## config.mk

```make
export PLATFORM = sky130hd
export DESIGN_NAME = mac_key_partition_selector_unit
export DESIGN_NICKNAME = d
export VERILOG_FILES = /design/src/mkps_pkg.sv /design/src/mac_key_partition_selector_unit.sv
export VERILOG_INCLUDE_DIRS = /design/src /design/src/src
export SDC_FILE = /design/constraint.sdc
export NUM_CORES = 1
export LEC_CHECK = 0
export ABC_AREA = 1
export BUFFER_PORTS_ARGS = -buffer_cell sky130_fd_sc_hd__buf_2
export CAP_MARGIN = 0
export CELL_PAD_IN_SITES_DETAIL_PLACEMENT = 1
export CELL_PAD_IN_SITES_GLOBAL_PLACEMENT = 1
export CORE_MARGIN = 5
export CORE_UTILIZATION = 47
export CTS_CLUSTER_SIZE = 10
export DETAILED_ROUTE_END_ITERATION = 16
export MAX_ROUTING_LAYER = met4
export PLACE_DENSITY_LB_ADDON = 0.25
export RECOVER_POWER = 50
export SYNTH_ARGS = -nofsm -noshare
export SYNTH_HDL_FRONTEND = slang
export SYNTH_SLANG_ARGS = --single-unit
```

## constraint.sdc

```tcl
create_clock -name clk -period 4.6 [get_ports clk]
set_clock_uncertainty 0.1 [all_clocks]
set_input_delay 0.92 -clock clk [delete_from_list [all_inputs] [get_ports clk]]
set_output_delay 0.92 -clock clk [all_outputs]
set_load 0.02 [all_outputs]
```

## src/mac_key_partition_selector_unit_macros.svh

```systemverilog
// Assertion macros for the MAC key partition selector.
// Expect signals named clk and rst in the scope of each use.
`ifndef MAC_KEY_PARTITION_SELECTOR_UNIT_MACROS_SVH
`define MAC_KEY_PARTITION_SELECTOR_UNIT_MACROS_SVH

// Same-cycle implication, checked outside reset.
`define MKPS_ASSERT_NOW(label, ante, cons, msg) \
  label: assert property (@(posedge clk) disable iff (rst) (ante) |-> (cons)) else $error(msg);

// Next-cycle implication, checked outside reset.
`define MKPS_ASSERT_NEXT(label, ante, cons, msg) \
  label: assert property (@(posedge clk) disable iff (rst) (ante) |=> (cons)) else $error(msg);

`endif

```

## src/mkps_pkg.sv

```systemverilog
// Shared types, constants and the hex decode function for the MAC key
// partition selector. No dependencies.
`default_nettype none

package mkps_pkg;

  localparam int PARTITION_BITS_DEF = 16;
  localparam int MAC_BITS           = 48;
  localparam int MASK_BITS          = 17;
  localparam int COUNT_BITS         = 5;
  localparam int STEP_BITS          = 6;

  localparam logic [COUNT_BITS-1:0] MAX_CHARS = 5'd17;
  localparam logic [COUNT_BITS-1:0] LEN_SEP   = 5'd17;
  localparam logic [COUNT_BITS-1:0] LEN_DASH  = 5'd13;
  localparam logic [COUNT_BITS-1:0] LEN_PLAIN = 5'd12;

  // Character positions of each accepted form.
  localparam logic [MASK_BITS-1:0] SEP17_MASK  = 17'h04924;
  localparam logic [MASK_BITS-1:0] HEX17_MASK  = 17'h1B6DB;
  localparam logic [MASK_BITS-1:0] HEX13_MASK  = 17'h01FBF;
  localparam logic [MASK_BITS-1:0] DASH13_MASK = 17'h00040;
  localparam logic [MASK_BITS-1:0] HEX12_MASK  = 17'h00FFF;

  localparam logic [7:0] CH_COLON  = 8'h3A;
  localparam logic [7:0] CH_HYPHEN = 8'h2D;
  localparam logic [7:0] CH_ZERO   = 8'h30;
  localparam logic [7:0] CH_NINE   = 8'h39;
  localparam logic [7:0] CH_LA     = 8'h61;
  localparam logic [7:0] CH_LF     = 8'h66;
  localparam logic [7:0] CH_UA     = 8'h41;
  localparam logic [7:0] CH_UF     = 8'h46;

  typedef struct packed {
    logic [7:0] key_char;
    logic       key_last;
  } in_item_t;

  typedef struct packed {
    logic [15:0]         partition_index;
    logic                key_valid;
    logic [MAC_BITS-1:0] mac_value;
  } out_item_t;

  typedef struct packed {
    logic       is_hex;
    logic [3:0] nibble;
  } hex_digit_t;

  function automatic hex_digit_t hex_decode(input logic [7:0] c);
    hex_digit_t d;
    d.is_hex = 1'b1;
    d.nibble = 4'd0;
    if (c >= CH_ZERO && c <= CH_NINE) begin
      d.nibble = 4'(c - CH_ZERO);
    end else if (c >= CH_LA && c <= CH_LF) begin
      d.nibble = 4'(c - CH_LA + 8'd10);
    end else if (c >= CH_UA && c <= CH_UF) begin
      d.nibble = 4'(c - CH_UA + 8'd10);
    end else begin
      d.is_hex = 1'b0;
    end
    return d;
  endfunction

endpackage

`default_nettype wire

```

## src/mac_key_partition_selector_unit.sv

```systemverilog
// Flow: key characters transfer one per cycle while the unit is idle; after the last
// character transfers, the result comes from 48 restoring-division steps and one load.
// A new key is not accepted until the result of the last one is loaded; the shared
// compare-subtract unit takes one address bit per cycle and sets the pace.
// Reset (rst, synchronous, active high): parse state cleared, partition
// count set to 1, no result pending.
`default_nettype none
`include "mac_key_partition_selector_unit_macros.svh"

module mac_key_partition_selector_unit
  import mkps_pkg::*;
#(
  parameter int PARTITION_BITS = PARTITION_BITS_DEF
) (
  input  wire logic      clk,
  input  wire logic      rst,
  input  wire logic      in_valid,
  output logic           in_stall,
  input  wire in_item_t  in_item,
  output logic           out_valid,
  input  wire logic      out_stall,
  output out_item_t      out_item,
  input  wire logic      cfg_wr_en,
  input  wire logic [15:0] cfg_wr_data
);

  localparam int ModW = (PARTITION_BITS < 16) ? PARTITION_BITS : 16;
  localparam logic [STEP_BITS-1:0] LastStep = STEP_BITS'(MAC_BITS - 1);

  typedef enum logic [2:0] {
    S_IDLE = 3'b001,
    S_DIV  = 3'b010,
    S_DONE = 3'b100
  } state_t;

  state_t state;

  logic [15:0]            partition_count;
  logic [COUNT_BITS-1:0]  char_count, char_count_next;
  logic [MAC_BITS-1:0]    nibble_accumulator, nibble_accumulator_next;
  logic [MASK_BITS-1:0]   hex_position_mask, hex_position_mask_next;
  logic [MASK_BITS-1:0]   colon_position_mask, colon_position_mask_next;
  logic [MASK_BITS-1:0]   hyphen_position_mask, hyphen_position_mask_next;
  logic                   first_is_decimal, first_is_decimal_next;
  logic                   overlong_flag, overlong_flag_next;

  logic                   in_fire;
  logic                   key_ok;
  hex_digit_t             digit;
  logic [MASK_BITS-1:0]   pos_bit;

  // Division datapath
  logic [MAC_BITS-1:0]    dividend;
  logic [MAC_BITS-1:0]    mac_hold;
  logic                   valid_hold;
  logic [ModW-1:0]        modulus;
  logic [ModW-1:0]        remainder;
  logic [STEP_BITS-1:0]   step;
  logic [ModW:0]          trial;
  logic [ModW-1:0]        trial_diff;
  logic                   trial_ge;
  logic                   out_load;

  assign in_stall = (state != S_IDLE);
  assign in_fire  = in_valid && !in_stall;
  assign digit    = hex_decode(in_item.key_char);
  assign pos_bit  = MASK_BITS'(1) << char_count;

  always_comb begin
    char_count_next           = char_count;
    nibble_accumulator_next   = nibble_accumulator;
    hex_position_mask_next    = hex_position_mask;
    colon_position_mask_next  = colon_position_mask;
    hyphen_position_mask_next = hyphen_position_mask;
    first_is_decimal_next     = first_is_decimal;
    overlong_flag_next        = overlong_flag;
    if (char_count >= MAX_CHARS) begin
      overlong_flag_next = 1'b1;
    end else begin
      if (digit.is_hex) begin
        hex_position_mask_next  = hex_position_mask | pos_bit;
        nibble_accumulator_next = {nibble_accumulator[MAC_BITS-5:0], digit.nibble};
      end
      if (in_item.key_char == CH_COLON) begin
        colon_position_mask_next = colon_position_mask | pos_bit;
      end
      if (in_item.key_char == CH_HYPHEN) begin
        hyphen_position_mask_next = hyphen_position_mask | pos_bit;
      end
      if (char_count == '0 && in_item.key_char >= CH_ZERO &&
          in_item.key_char <= CH_NINE) begin
        first_is_decimal_next = 1'b1;
      end
      char_count_next = char_count + 1'b1;
    end
  end

  // Form check on the state as it stands after the current character
  always_comb begin
    key_ok = 1'b0;
    if (!overlong_flag_next) begin
      unique if (char_count_next == LEN_SEP) begin
        key_ok = ((hex_position_mask_next & HEX17_MASK) == HEX17_MASK) &&
                 (((colon_position_mask_next | hyphen_position_mask_next) &
                   SEP17_MASK) == SEP17_MASK);
      end else if (char_count_next == LEN_DASH) begin
        key_ok = (hex_position_mask_next == HEX13_MASK) &&
                 ((hyphen_position_mask_next & DASH13_MASK) != '0);
      end else if (char_count_next == LEN_PLAIN) begin
        key_ok = (hex_position_mask_next == HEX12_MASK) && first_is_decimal_next;
      end else begin
        key_ok = 1'b0;
      end
    end
  end

  // One restoring-division step per cycle
  assign trial      = {remainder, dividend[MAC_BITS-1]};
  assign trial_ge   = (trial >= {1'b0, modulus});
  assign trial_diff = trial[ModW-1:0] - modulus;
  assign out_load   = (state == S_DONE) && (!out_valid || !out_stall);

  always_ff @(posedge clk) begin
    if (rst) begin
      partition_count <= 16'd1;
    end else if (cfg_wr_en) begin
      partition_count <= cfg_wr_data;
    end
  end

  always_ff @(posedge clk) begin
    if (rst) begin
      char_count           <= '0;
      nibble_accumulator   <= '0;
      hex_position_mask    <= '0;
      colon_position_mask  <= '0;
      hyphen_position_mask <= '0;
      first_is_decimal     <= 1'b0;
      overlong_flag        <= 1'b0;
    end else if (in_fire) begin
      if (in_item.key_last) begin
        char_count           <= '0;
        nibble_accumulator   <= '0;
        hex_position_mask    <= '0;
        colon_position_mask  <= '0;
        hyphen_position_mask <= '0;
        first_is_decimal     <= 1'b0;
        overlong_flag        <= 1'b0;
      end else begin
        char_count           <= char_count_next;
        nibble_accumulator   <= nibble_accumulator_next;
        hex_position_mask    <= hex_position_mask_next;
        colon_position_mask  <= colon_position_mask_next;
        hyphen_position_mask <= hyphen_position_mask_next;
        first_is_decimal     <= first_is_decimal_next;
        overlong_flag        <= overlong_flag_next;
      end
    end
  end

  always_ff @(posedge clk) begin
    if (rst) begin
      state <= S_IDLE;
      step  <= '0;
    end else begin
      unique case (state)
        S_IDLE: begin
          if (in_fire && in_item.key_last) begin
            state <= S_DIV;
            step  <= '0;
          end
        end
        S_DIV: begin
          step <= step + 1'b1;
          if (step == LastStep) begin
            state <= S_DONE;
          end
        end
        S_DONE: begin
          if (out_load) begin
            state <= S_IDLE;
          end
        end
        default: state <= S_IDLE;
      endcase
    end
  end

  // Division payload, no reset needed
  always_ff @(posedge clk) begin
    if (state == S_IDLE && in_fire && in_item.key_last) begin
      mac_hold   <= key_ok ? nibble_accumulator_next : '0;
      dividend   <= key_ok ? nibble_accumulator_next : '0;
      valid_hold <= key_ok;
      modulus    <= partition_count[ModW-1:0];
      remainder  <= '0;
    end else if (state == S_DIV) begin
      dividend  <= dividend << 1;
      remainder <= trial_ge ? trial_diff : trial[ModW-1:0];
    end
  end

  always_ff @(posedge clk) begin
    if (rst) begin
      out_valid <= 1'b0;
    end else begin
      if (out_valid && !out_stall) begin
        out_valid <= 1'b0;
      end
      if (out_load) begin
        out_valid <= 1'b1;
      end
    end
  end

  always_ff @(posedge clk) begin
    if (out_load) begin
      out_item.partition_index <= (modulus == '0) ? 16'd0 : 16'(remainder);
      out_item.key_valid       <= valid_hold;
      out_item.mac_value       <= mac_hold;
    end
  end

  `MKPS_ASSERT_NOW(a_rise_from_done, $rose(out_valid), $past(state == S_DONE),
                   "result without finished division")
  `MKPS_ASSERT_NOW(a_invalid_zero, out_valid && !out_item.key_valid,
                   out_item.partition_index == 16'd0 && out_item.mac_value == '0,
                   "invalid key with nonzero fields")
  `MKPS_ASSERT_NEXT(a_div_ends, state == S_DIV && step == LastStep, state == S_DONE,
                    "division did not finish on its last step")
  `MKPS_ASSERT_NEXT(a_start_div, in_fire && in_item.key_last,
                    state == S_DIV && step == '0, "last character did not start division")

endmodule

`default_nettype wire

```

After elaboration in Yosys (flattened, before gate mapping):

Index checks and enable logic that the tools add are counted.

* word-level logic and storage cells: 123
* output and inout bits: 67
* flip-flop bits (word level): 326
* input port bits: 30

* order comparisons: 8
* shifts and indexed selects: 1
* bitwise gates (word level): 4
* equal/unequal tests: 17
* mux-type cells: 41
* reductions and logical operators: 25
* $add $sub $neg: 8

Operator list (number)
* $mux W48: 6
* $mux W17: 9
* $or A17 B17 Y17: 3
* $eq A17 B12 Y1 const B: 1
* $eq A17 B13 Y1 const B: 1
* $ge A17 B16 Y1: 1
* $shl A1 B5 Y17 const A: 1
* $eq A8 B6 Y1 const B: 2
* $ge A8 B7 Y1 const B: 2
* $le A8 B7 Y1 const B: 2
* $logic_not A16 Y1: 1
* $mux W16: 1
* $sub A16 B16 Y16: 1
* $or A15 B15 Y15: 1
* $logic_and A1 B1 Y1: 14
* $mux W1: 14
* $eq A12 B12 Y1 const B: 1
* $mux W4: 3
* $pmux W6 S2: 1
* $sub A4 B1 Y4 const B: 3
* $eq A5 B4 Y1 const B: 2
* $eq A5 B5 Y1 const B: 2
* $mux W5: 2
* $mux W3: 3
* 20 further kinds: 27

Logic depth before layout (Yosys ltp):

Gate-level depths: netlist of the first run.

* depth in word-level cells: 15
* mapped depth: 21

Worst setup path after synthesis of the first run:

Ideal clock, no wire load.

* path type: input port to flip-flop
* start: in out_stall
* end: reg out_item[0] (netlist bit) (enable)
* required time: 4.012 ns
* setup slack: 0.259 ns
* library setup time: 0.488 ns
* path buffers: 0
* stages on the path: 3
* data arrival time: 3.753 ns
* cells stage by stage: nand2_1 -> inv_1 -> nor2_1

* word-level cells in the longest chain between the ends: 3

Ends and longest elaborated chain
* from (decl): RTL line mac_key_partition_selector_unit.sv:21 `input wire logic out_stall,`
* $logic_not A1 Y1: RTL line mac_key_partition_selector_unit.sv:121 `assign out_load = (state == S_DONE) && (!out_valid || !out_stall);`
* $logic_or A1 B1 Y1: RTL line mac_key_partition_selector_unit.sv:121
* $logic_and A1 B1 Y1: RTL line mac_key_partition_selector_unit.sv:121
* net out_load: RTL line mac_key_partition_selector_unit.sv:62 `logic out_load;`
* to (decl): RTL line mac_key_partition_selector_unit.sv:22 `output out_item_t out_item,`

The timed path passes the listed nets, and every way through them passes these cells.
A chain may end at the register's enable or synchronous reset.

Final worst setup path of the first run:

* start: reg state[0]
* end: reg step[4]

* word-level cells in the longest chain between the ends: 6
* elaborated cells on any way between the ends: 10
* those cells by class: 4 x eq/ne; 1 x mux; 5 x reduce/logical

Ends and longest elaborated chain
* from (decl): RTL line mac_key_partition_selector_unit.sv:36 `state_t state;`
* from (signal assigned): RTL line mac_key_partition_selector_unit.sv:163 `state <= S_IDLE;`
* from (signal assigned): RTL line mac_key_partition_selector_unit.sv:169 `state <= S_DIV;`
* from (signal assigned): RTL line mac_key_partition_selector_unit.sv:176 `state <= S_DONE;`
* $ne A3 B1 Y1: RTL line mac_key_partition_selector_unit.sv:64 `assign in_stall = (state != S_IDLE);`
* $logic_not A1 Y1: RTL line mac_key_partition_selector_unit.sv:65 `assign in_fire = in_valid && !in_stall;`
* $logic_and A1 B1 Y1: RTL line mac_key_partition_selector_unit.sv:65
* $logic_and A1 B1 Y1: RTL line mac_key_partition_selector_unit.sv:168 `if (in_fire && in_item.key_last) begin`
* $ne A2 B2 Y1 (no source line)
* $reduce_and A2 Y1 (no source line)
* to (signal assigned): RTL line mac_key_partition_selector_unit.sv:174 `step <= step + 1'b1;`
* to (decl): RTL line mac_key_partition_selector_unit.sv:58 `logic [STEP_BITS-1:0] step;`

Parallel ways exist; a longest one is shown, timed or not.

==> impl_metrics.env, run 1 <==
export IMPL_ant_nets=0
export IMPL_gr_usage_all_layers_pct=20.4
export IMPL_r2r_end="step[4]"
export IMPL_finalSetupTns_ps=0
export IMPL_routabilityCongestion=0.871
export IMPL_hold_start="mac_hold[30]"
export IMPL_cts_tree="done"
export IMPL_cp_num_buf_inv=3
export IMPL_clockRootBuffer="clkbuf_16"
export IMPL_yosys_warnings=0
export IMPL_worstReg2RegStart="state[0]"
export IMPL_worstRegToRegCells=9
export IMPL_reg2reg_setup_slack_ps=960
export IMPL_finalHoldViolations=0
export IMPL_hold_path_endpoint="out_item[30]"
export IMPL_ir_drop_mv=0.382
export IMPL_io_pins=97
export IMPL_fin_ws_ps=964
export IMPL_die_h_microns=182
export IMPL_vias=10400
export IMPL_worstMarginPinSlew_ps=3030
export IMPL_cellLeakagePower_uw=0.00700
export IMPL_worstPathArrival_ps=3800
export IMPL_path_cells="inv_1, nor3_1, nand2_1, nor2_4, inv_1, nand2_2, inv_2, a21oi_1, nor3_1"
export IMPL_drive_gt1_share_pct=14.3
export IMPL_overflow=0
export IMPL_nNetsFinal=1648
export IMPL_critPathMaxStageDelay_ps=850
export IMPL_synth_area_top_cells="edfxtp_1 (39%), dfxtp_1 (18%), inv_1 (6.6%), nand2_1 (6.5%), a21oi_1 (4.6%)"
export IMPL_synth_seq_cells=303
export IMPL_die_w_microns=182
export IMPL_async_flop_share_pct=0
export IMPL_violations="capacitance limit, slew limit"
export IMPL_hold_depth=0
export IMPL_avgSynthCellArea_sq_um=9.17
export IMPL_antenna_cells=0
export IMPL_grt_pass1_wl_microns=54800
export IMPL_cts_resized=0
export IMPL_path_class="flip-flop to flip-flop"
export IMPL_htreeDepth=2
export IMPL_die_area_sq_mm=0.0330
export IMPL_num_rows=62
export IMPL_yosysSeqAreaShare_pct=56.7
export IMPL_syn_cell_area_sq_mm=0.0138
export IMPL_worstPathRequired_ps=4760
export IMPL_cts_sinks=303
export IMPL_drt_total_wl_microns=32800
export IMPL_synth_edff_count=178
export IMPL_coreArea_sq_mm=0.0289
export IMPL_post_cts_buffers=0
export IMPL_fin_hold_ws_ps=318
export IMPL_fillCellCount=3407
export IMPL_synth_fp_nets=1567
export IMPL_synth_most_common_cell="inv_1"
export IMPL_initialDrtViolationCount=537
export IMPL_drv_cap=2
export IMPL_synthCells=1509
export IMPL_hpwl_microns=21800
export IMPL_slew_viol_final=80
export IMPL_synth_distinct_cells=47
export IMPL_status="finished with violations"
export IMPL_max_freq_mhz=275
export IMPL_start_kind="flip-flop"
export IMPL_powerDensity_mw_per_mm2=392
export IMPL_maxSlewHeadroom_pct=-102
export IMPL_synth_main_ff_cell="edfxtp_1"
export IMPL_critPathCaptureType="flip-flop"
export IMPL_port_buffers=96
export IMPL_period_needed_ps=3640
export IMPL_rsz0062_at_grt="no"
export IMPL_vias_per_cell=5.19
export IMPL_area_growth_syn_to_layout_pct=13.1
export IMPL_antenna_found_initial=0
export IMPL_crit_slowest_cell="nand2_1"
export IMPL_grt_max_degree=161
export IMPL_yosysTopAreaCell="edfxtp_1"
export IMPL_start_util_pct=48.0
export IMPL_critical_path_top_delay_family="simple AND/OR/NAND/NOR gates"
export IMPL_place_ws_ps=801
export IMPL_wl_per_cell_microns=16.4
export IMPL_ctsHoldBuffers=0
export IMPL_fin_crit_sh_pct=79.1
export IMPL_path_max_fanout=31
export IMPL_cts_inserted_buffers=37
export IMPL_grt_pass1_vias=10900
export IMPL_clockBufferDepth=3
export IMPL_clk_latency_ps=510
export IMPL_clk_pin_slew_ps=60
export IMPL_drc_errors=0
export IMPL_setup_viol=0
export IMPL_hp_class="flip-flop to flip-flop"
export IMPL_synthTopCellsByCount="inv_1 (242), nand2_1 (238), edfxtp_1 (178), a21oi_1 (127), dfxtp_1 (125)"
export IMPL_post_synth_top_area_fraction_pct=38.6
export IMPL_first_pass_iters=5
==> cell families after synthesis <==
family | synth area share [%]
and+or+nand+nor | 19.2
buffers and inverters | 8.94
DFF | 56.7
AOI/OAI and AO/OA | 11.7
adders and majority gates | 2.59
xor gates and xnor gates | 0.886
==> through the flow <==
step	std cells	cell area, sq um	power, uW	util [%]
2_1_floorplan	1509	13800	3360	-
3_3_place_gp	1935	14700	3470	50.8
3_5_place_dp	1935	14700	3490	50.8
4_1_cts	2003	15800	6220	54.7
5_1_grt	2003	15700	6410	54.3
6_report	2003	15700	6130	54.3
==> final cells by class <==
cell class              count  area (sq um)  share of cell area, %
inverters                 248           931                   5.95
well taps                 384           480                   3.07
clock inverters             3          47.5                  0.304
clock buffers              65          1070                   6.86
repair buffers            107           497                   3.17
flip-flops and latches    303          7850                   50.1
multi-input cells         893          4780                   30.5
==> flip-flops by register name, summed over array words and instances (netlist names), 3 cells and up <==
register and count:
partition_count 16, hex_position_mask 17, colon_position_mask 5, nibble_accumulator 48
hyphen_position_mask 6, state 3, modulus 16, char_count 5
mac_hold 48, dividend 48, remainder 16, step 6
out_item 65
==> worst max-delay path by stage <==
stage               start      endpoint  slack, ps  cells after the start
3_5_place_dp   in_item[1]   dividend[7]        800                     18
3_3_place_gp   in_item[1]   dividend[7]        930                     18
2_1_floorplan   out_stall   out_item[0]        260                      3
5_1_grt        modulus[1]  out_item[49]        580                      4
6_report         state[0]       step[4]        960                      9
4_1_cts        in_item[1]   dividend[7]       1270                     18
==> per-layer routing <==
| metal | GRT usage, % | routed length [microns] |
|---|---|---|
| met1 | 25.0 | 14300 |
| met2 | 35.4 | 16600 |
| met3 | 2.98 | 1110 |
| met4 | 5.88 | 753 |
| met5 | - | 0 |
==> cells in the final DEF, fill, tap and decap left out, types with 5 or more instances in the layout <==
cell type / netlist / final
dfxtp_1: 125 / 125
ha_1: 27 / 27
clkbuf_1: 48 / 95
nand3_2: 21 / 21
o211a_1: 5 / 5
clkbuf_16: 0 / 39
o21ai_0: 100 / 100
nand3b_1: 5 / 5
inv_2: 5 / 5
a21oi_1: 127 / 127
nand3_1: 64 / 64
xor2_1: 10 / 10
nor2_1: 112 / 109
a21oi_2: 20 / 20
buf_2: 8 / 28
buf_4: 2 / 7
o21bai_1: 8 / 8
inv_1: 242 / 242
or2_2: 91 / 91
nand2_1: 238 / 237
nand4_1: 7 / 7
nor3_1: 17 / 17
edfxtp_1: 178 / 178
==> power by group <==
group          internal (uW)  switching [uW]  leakage, uW
logic                    140             300      0.00377
clock network           1630            1060     0.000534
registers               2970            30.2      0.00269
(Power assumes the default switching activity.)
==> run 2: changes to the inputs <==
ABC_AREA = 0   (was 1)
CORE_UTILIZATION = 48   (was 47)
clock period = 3.44 ns   (was 4.6 ns; I/O delays follow)
==> run 2 against run 1 <==
  * The flow still finishes with violations (capacitance limit, slew limit)
  * Cell count shrank 13%
  * First-iteration DRC count grew 32%
  * Maximum frequency grew 10%
  * Final area grew 0.29%
  * Critical path depth grew 1
  * Critical endpoint is now mac_hold[5]
  * Largest cell class unchanged
  * Largest power group unchanged
  * Highest routed layer unchanged
==> impl_metrics.env, run 2 <==
export IMPL_cellLeakagePower_uw=0.00574
export IMPL_synth_area_top_cells="edfxtp_1 (39%), dfxtp_1 (18%), mux2i_1 (4.6%), nor2_1 (3.7%), nand4b_1 (3.0%)"
export IMPL_clockBufferDepth=3
export IMPL_num_rows=61
export IMPL_fillCellCount=2985
export IMPL_period_needed_ps=3310
export IMPL_path_max_fanout=28
export IMPL_drt_total_wl_microns=34000
export IMPL_initialDrtViolationCount=710
export IMPL_violations="capacitance limit, slew limit"
export IMPL_coreArea_sq_mm=0.0279
export IMPL_largest_register="out_item"
export IMPL_finalSetupTns_ps=0
export IMPL_final_common_cell="edfxtp_1"
export IMPL_cts_inserted_buffers=37
export IMPL_synth_fp_nets=1294
export IMPL_start_kind="flip-flop"
export IMPL_vias=9997
export IMPL_async_flop_share_pct=0
export IMPL_overflow=0
export IMPL_avgSynthCellArea_sq_um=11.0
export IMPL_r2r_end="mac_hold[5]"
export IMPL_grt_pass1_wl_microns=55700
export IMPL_wl_per_cell_microns=19.5
export IMPL_grt_max_degree=113
export IMPL_instances_no_fill=1746
export IMPL_maxSlewHeadroom_pct=-12.0
export IMPL_worstReg2RegStart="char_count[1]"
export IMPL_start_util_pct=48.6
export IMPL_reg2reg_setup_slack_ps=130
export IMPL_setup_viol=0
export IMPL_worstRegToRegCells=10
export IMPL_clk_pin_slew_ps=60
export IMPL_drive_gt1_share_pct=11.3
export IMPL_place_inst=1682
export IMPL_antenna_found_initial=0
export IMPL_syn_cell_area_sq_mm=0.0136
export IMPL_post_cts_buffers=0
export IMPL_worstMarginPinSlew_ps=1680
export IMPL_synth_edff_count=178
export IMPL_gr_usage_all_layers_pct=22.4
export IMPL_vias_per_cell=5.73
export IMPL_fin_ws_ps=133
export IMPL_powerDensity_mw_per_mm2=529
export IMPL_max_freq_mhz=302
export IMPL_worstPathArrival_ps=3540
export IMPL_yosysSeqAreaShare_pct=57.9
export IMPL_first_pass_iters=5
export IMPL_synthCells=1236
export IMPL_die_area_sq_mm=0.0317
export IMPL_ir_drop_mv=0.314
export IMPL_final_cell_mix="edfxtp_1 (178), nor2_1 (135), dfxtp_1 (125), nand2_1 (95), clkbuf_1 (92)"
export IMPL_slew_viol_final=79
export IMPL_fin_crit_sh_pct=96.1
export IMPL_hold_path_endpoint="out_item[17]"
export IMPL_yosysTopAreaCell="edfxtp_1"
export IMPL_status="finished with violations"
export IMPL_antenna_cells=0
export IMPL_ctsHoldBuffers=0
export IMPL_finalHoldViolations=0
export IMPL_nNetsFinal=1401
export IMPL_synth_distinct_cells=68
export IMPL_synth_most_common_cell="edfxtp_1"
export IMPL_drc_errors=0
export IMPL_clockRootBuffer="clkbuf_16"
export IMPL_cts_resized=0
export IMPL_hold_depth=0
export IMPL_area_growth_syn_to_layout_pct=15.9
export IMPL_hp_class="flip-flop to flip-flop"
export IMPL_clk_latency_ps=510
export IMPL_drv_cap=1
export IMPL_hold_start="mac_hold[17]"
export IMPL_synth_main_ff_cell="edfxtp_1"
export IMPL_synth_seq_cells=303
export IMPL_cts_tree="done"
export IMPL_place_ws_ps=-70.5
export IMPL_hpwl_microns=22600
export IMPL_die_h_microns=178
export IMPL_synthTopCellsByCount="edfxtp_1 (178), nor2_1 (135), dfxtp_1 (125), nand2_1 (95)"
export IMPL_port_buffers=96
export IMPL_grt_pass1_vias=10500
export IMPL_post_synth_top_area_fraction_pct=39.4
export IMPL_critPathCaptureType="flip-flop"
export IMPL_htreeDepth=2
export IMPL_die_w_microns=178
export IMPL_ant_nets=0
export IMPL_rsz0062_at_grt="no"
export IMPL_yosys_warnings=0
export IMPL_routabilityCongestion=0.873
export IMPL_path_class="flip-flop to flip-flop"
export IMPL_worstPathRequired_ps=3670
export IMPL_io_pins=97
export IMPL_cts_sinks=303
export IMPL_largest_reg_flops=65
[run 2: cell families after synthesis]
family | count (synthesis) | synth area share (%)
multiplexers | 65 | 4.83
AO/OA/AOI/OAI | 257 | 12.8
AND/OR/NAND/NOR | 449 | 17.2
XOR/XNOR | 13 | 0.840
flip-flops | 303 | 57.9
buffers and inverters | 121 | 3.83
adder cells (fa/ha/maj) | 28 | 2.64
[run 2: routing by layer]
metal	GRT usage, %	vias up	wire (microns)
met5	-	-	0
met4	5.93	0	718
met3	2.97	53	1340
met2	38.0	212	17100
met1	28.5	4931	14800
li1	-	4801	-
[run 2: layout make-up]
class	count	area [sq um]	area share (%)
clock buffer	60	1020	6.51
clock inverter	4	30.0	0.191
inverter	34	129	0.821
multi-input combinational	812	5240	33.4
sequential	303	7850	50.0
tap	378	473	3.01
timing repair buffer	155	963	6.14
[run 2: through the flow]
stage / total power [uW] / util, % / hold slack (ps) / cell area (sq um)
finish: 8300 / 56.4 / 314 / 15700
global placement: 4910 / 53.0 / 303 / 14800
CTS: 8390 / 56.8 / 302 / 15800
detailed placement: 4940 / 53.0 / 306 / 14800
global route: 8660 / 56.4 / 323 / 15700
floorplan: 4690 / - / 300 / 13600
[run 2: power by group]
part           internal, uW  switching, uW  total, uW
registers              4070           76.5       4140
logic                   220            502        721
clock network          2030           1410       3440
[run 2: how the worst max path moves through the flow]
stage / from / end / slack (ps) / cells past startpoint
6_report: char_count[1] / mac_hold[5] / 130 / 10
3_5_place_dp: in_item[2] / dividend[0] / -70 / 12
5_1_grt: char_count[1] / mac_hold[35] / 10 / 10
2_1_floorplan: state[2] / out_item[0] / 290 / 2
3_3_place_gp: in_item[1] / mac_hold[29] / 110 / 12
4_1_cts: char_count[1] / mac_hold[9] / 110 / 10
[run 2: critical path, stage by stage (launching register included)]
cell and delay [ps]:
dfxtp_1 430, inv_1 120, ha_1 200, or4_4 460
mux2_2 310, o41ai_4 340, o221ai_2 170, nor4_2 360
a32oi_4 180, buf_12 220, nor3_1 220
==> run 3: changes to the inputs <==
--- a/constraint.sdc
+++ b/constraint.sdc
@@ -3,3 +3,3 @@
 set_input_delay 0.688 -clock clk [delete_from_list [all_inputs] [get_ports clk]]
 set_output_delay 0.688 -clock clk [all_outputs]
-set_load 0.02 [all_outputs]
+set_load 0.005 [all_outputs]
==> run 3 against run 2 <==
  * The flow still finishes with violations (capacitance limit, slew limit)
  * Combinational power fell by 0.7%
  * Critical path depth did not move
  * Sequential share of layout area down 0.11 points
  * Critical path type unchanged
  * Critical endpoint unchanged
  * Largest cell class unchanged
==> impl_metrics.env, run 3 (same netlist as run 2, synthesis figures left out) <==
export IMPL_status="finished with violations"
export IMPL_violations="capacitance limit, slew limit"
export IMPL_setup_viol=0
export IMPL_reg2reg_setup_slack_ps=130
export IMPL_fin_crit_sh_pct=96.2
export IMPL_worstReg2RegStart="char_count[1]"
export IMPL_finalSetupTns_ps=0
export IMPL_critPathCaptureType="flip-flop"
export IMPL_grt_pass1_wl_microns=55700
export IMPL_drive_gt1_share_pct=13.2
export IMPL_rsz0062_at_grt="no"
export IMPL_clk_pin_slew_ps=60
export IMPL_hold_depth=0
export IMPL_powerDensity_mw_per_mm2=527
export IMPL_clockRootBuffer="clkbuf_16"
export IMPL_clockBufferDepth=3
export IMPL_worstMarginPinSlew_ps=1680
export IMPL_worstPathRequired_ps=3670
export IMPL_initialDrtViolationCount=702
export IMPL_path_class="flip-flop to flip-flop"
export IMPL_grt_max_degree=113
export IMPL_ant_nets=0
export IMPL_vias_per_cell=5.73
export IMPL_routabilityCongestion=0.873
export IMPL_drv_cap=1
export IMPL_final_cell_mix="edfxtp_1 (178), nor2_1 (135), dfxtp_1 (125), nand2_1 (95), clkbuf_1 (65)"
export IMPL_place_ws_ps=-70.5
export IMPL_antenna_cells=0
export IMPL_worstRegToRegCells=10
export IMPL_ctsHoldBuffers=0
export IMPL_overflow=0
export IMPL_cts_sinks=303
export IMPL_path_max_fanout=28
export IMPL_die_area_sq_mm=0.0317
export IMPL_maxSlewHeadroom_pct=-11.7
export IMPL_finalHoldViolations=0
export IMPL_io_pins=97
export IMPL_drt_total_wl_microns=33900
export IMPL_drc_errors=0
export IMPL_period_needed_ps=3310
export IMPL_r2r_end="mac_hold[5]"
export IMPL_start_kind="flip-flop"
export IMPL_vias=9999
export IMPL_final_common_cell="edfxtp_1"
export IMPL_post_cts_buffers=0
export IMPL_start_util_pct=48.6
export IMPL_die_h_microns=178
export IMPL_num_rows=61
export IMPL_hp_class="flip-flop to flip-flop"
export IMPL_port_buffers=96
export IMPL_coreArea_sq_mm=0.0279
export IMPL_fillCellCount=2972
export IMPL_cellLeakagePower_uw=0.00581
export IMPL_max_freq_mhz=302
export IMPL_first_pass_iters=5
export IMPL_area_growth_syn_to_layout_pct=16.1
export IMPL_hpwl_microns=22600
export IMPL_largest_register="out_item"
export IMPL_worstPathArrival_ps=3540
export IMPL_cts_tree="done"
export IMPL_hold_path_endpoint="out_item[17]"
export IMPL_hold_start="mac_hold[17]"
export IMPL_cts_inserted_buffers=37
export IMPL_wl_per_cell_microns=19.4
export IMPL_clk_latency_ps=510
export IMPL_die_w_microns=178
export IMPL_htreeDepth=2
export IMPL_nNetsFinal=1401
export IMPL_ir_drop_mv=0.314
export IMPL_largest_reg_flops=65
export IMPL_gr_usage_all_layers_pct=22.4
export IMPL_fin_ws_ps=132
export IMPL_grt_pass1_vias=10500
export IMPL_slew_viol_final=79
export IMPL_antenna_found_initial=0
run 3: cell count changes in the layout (fill, tap and decap cells not counted):
cell	delta
buf_2	+27
clkbuf_1	-27
run 3: worst max-delay path, cell delays in order, from the launching register on:
cell	delay, ps
dfxtp_1	430
inv_1	120
ha_1	210
or4_4	460
mux2_2	310
o41ai_4	340
o221ai_2	170
nor4_2	360
a32oi_4	180
buf_12	230
nor3_1	220
run 3: how the worst max path moves through the flow:
stage	start	to	slack, ps	cells past startpoint
after floorplan	state[2]	out_item[0]	290	2
after global routing	char_count[1]	mac_hold[35]	10	10
after CTS	char_count[1]	mac_hold[9]	110	10
after detailed placement	in_item[2]	dividend[0]	-70	12
final	char_count[1]	mac_hold[5]	130	10
after global placement	in_item[1]	mac_hold[29]	110	12
run 3: through the flow:
stage,total power [uW],hold slack (ps),utilization (%),cell area [sq um],std cells
finish,8300,314,56.5,15700,1746
global route,8660,323,56.5,15700,1746
CTS,8390,302,56.8,15800,1746
detailed placement,4930,306,53.0,14800,1682
global placement,4900,303,53.0,14800,1682
floorplan,4680,300,-,13600,1236
run 3: layout make-up:
type	count	area, sq um	area share, %
clock buffers	60	1020	6.50
clock inverters	4	30.0	0.191
inverters	34	129	0.819
multi-input cells	812	5240	33.3
flip-flops and latches	303	7850	49.9
well taps	378	473	3.01
repair buffers	155	997	6.34
run 3: power by group:
group / leakage [uW] / switching, uW / internal, uW
Clock: 0.000504 / 1410 / 2030
Combinational: 0.00263 / 496 / 220
Sequential: 0.00268 / 76.4 / 4070
run 3: per-layer routing:
metal / track usage (%) / routed length (microns) / share of wire, % / vias up
li1: - / - / - / 4802
met1: 28.5 / 14800 / 44 / 4964
met2: 38.0 / 17200 / 51 / 178
met3: 2.97 / 1260 / 3.7 / 55
met4: 5.93 / 718 / 2.1 / 0
met5: - / 0 / 0 / -
run 3: timing repair:
action	4_1_cts	5_1_grt
resized for setup	0	1
endpoints found under the setup margin	0	3
endpoints found under the hold margin	0	0
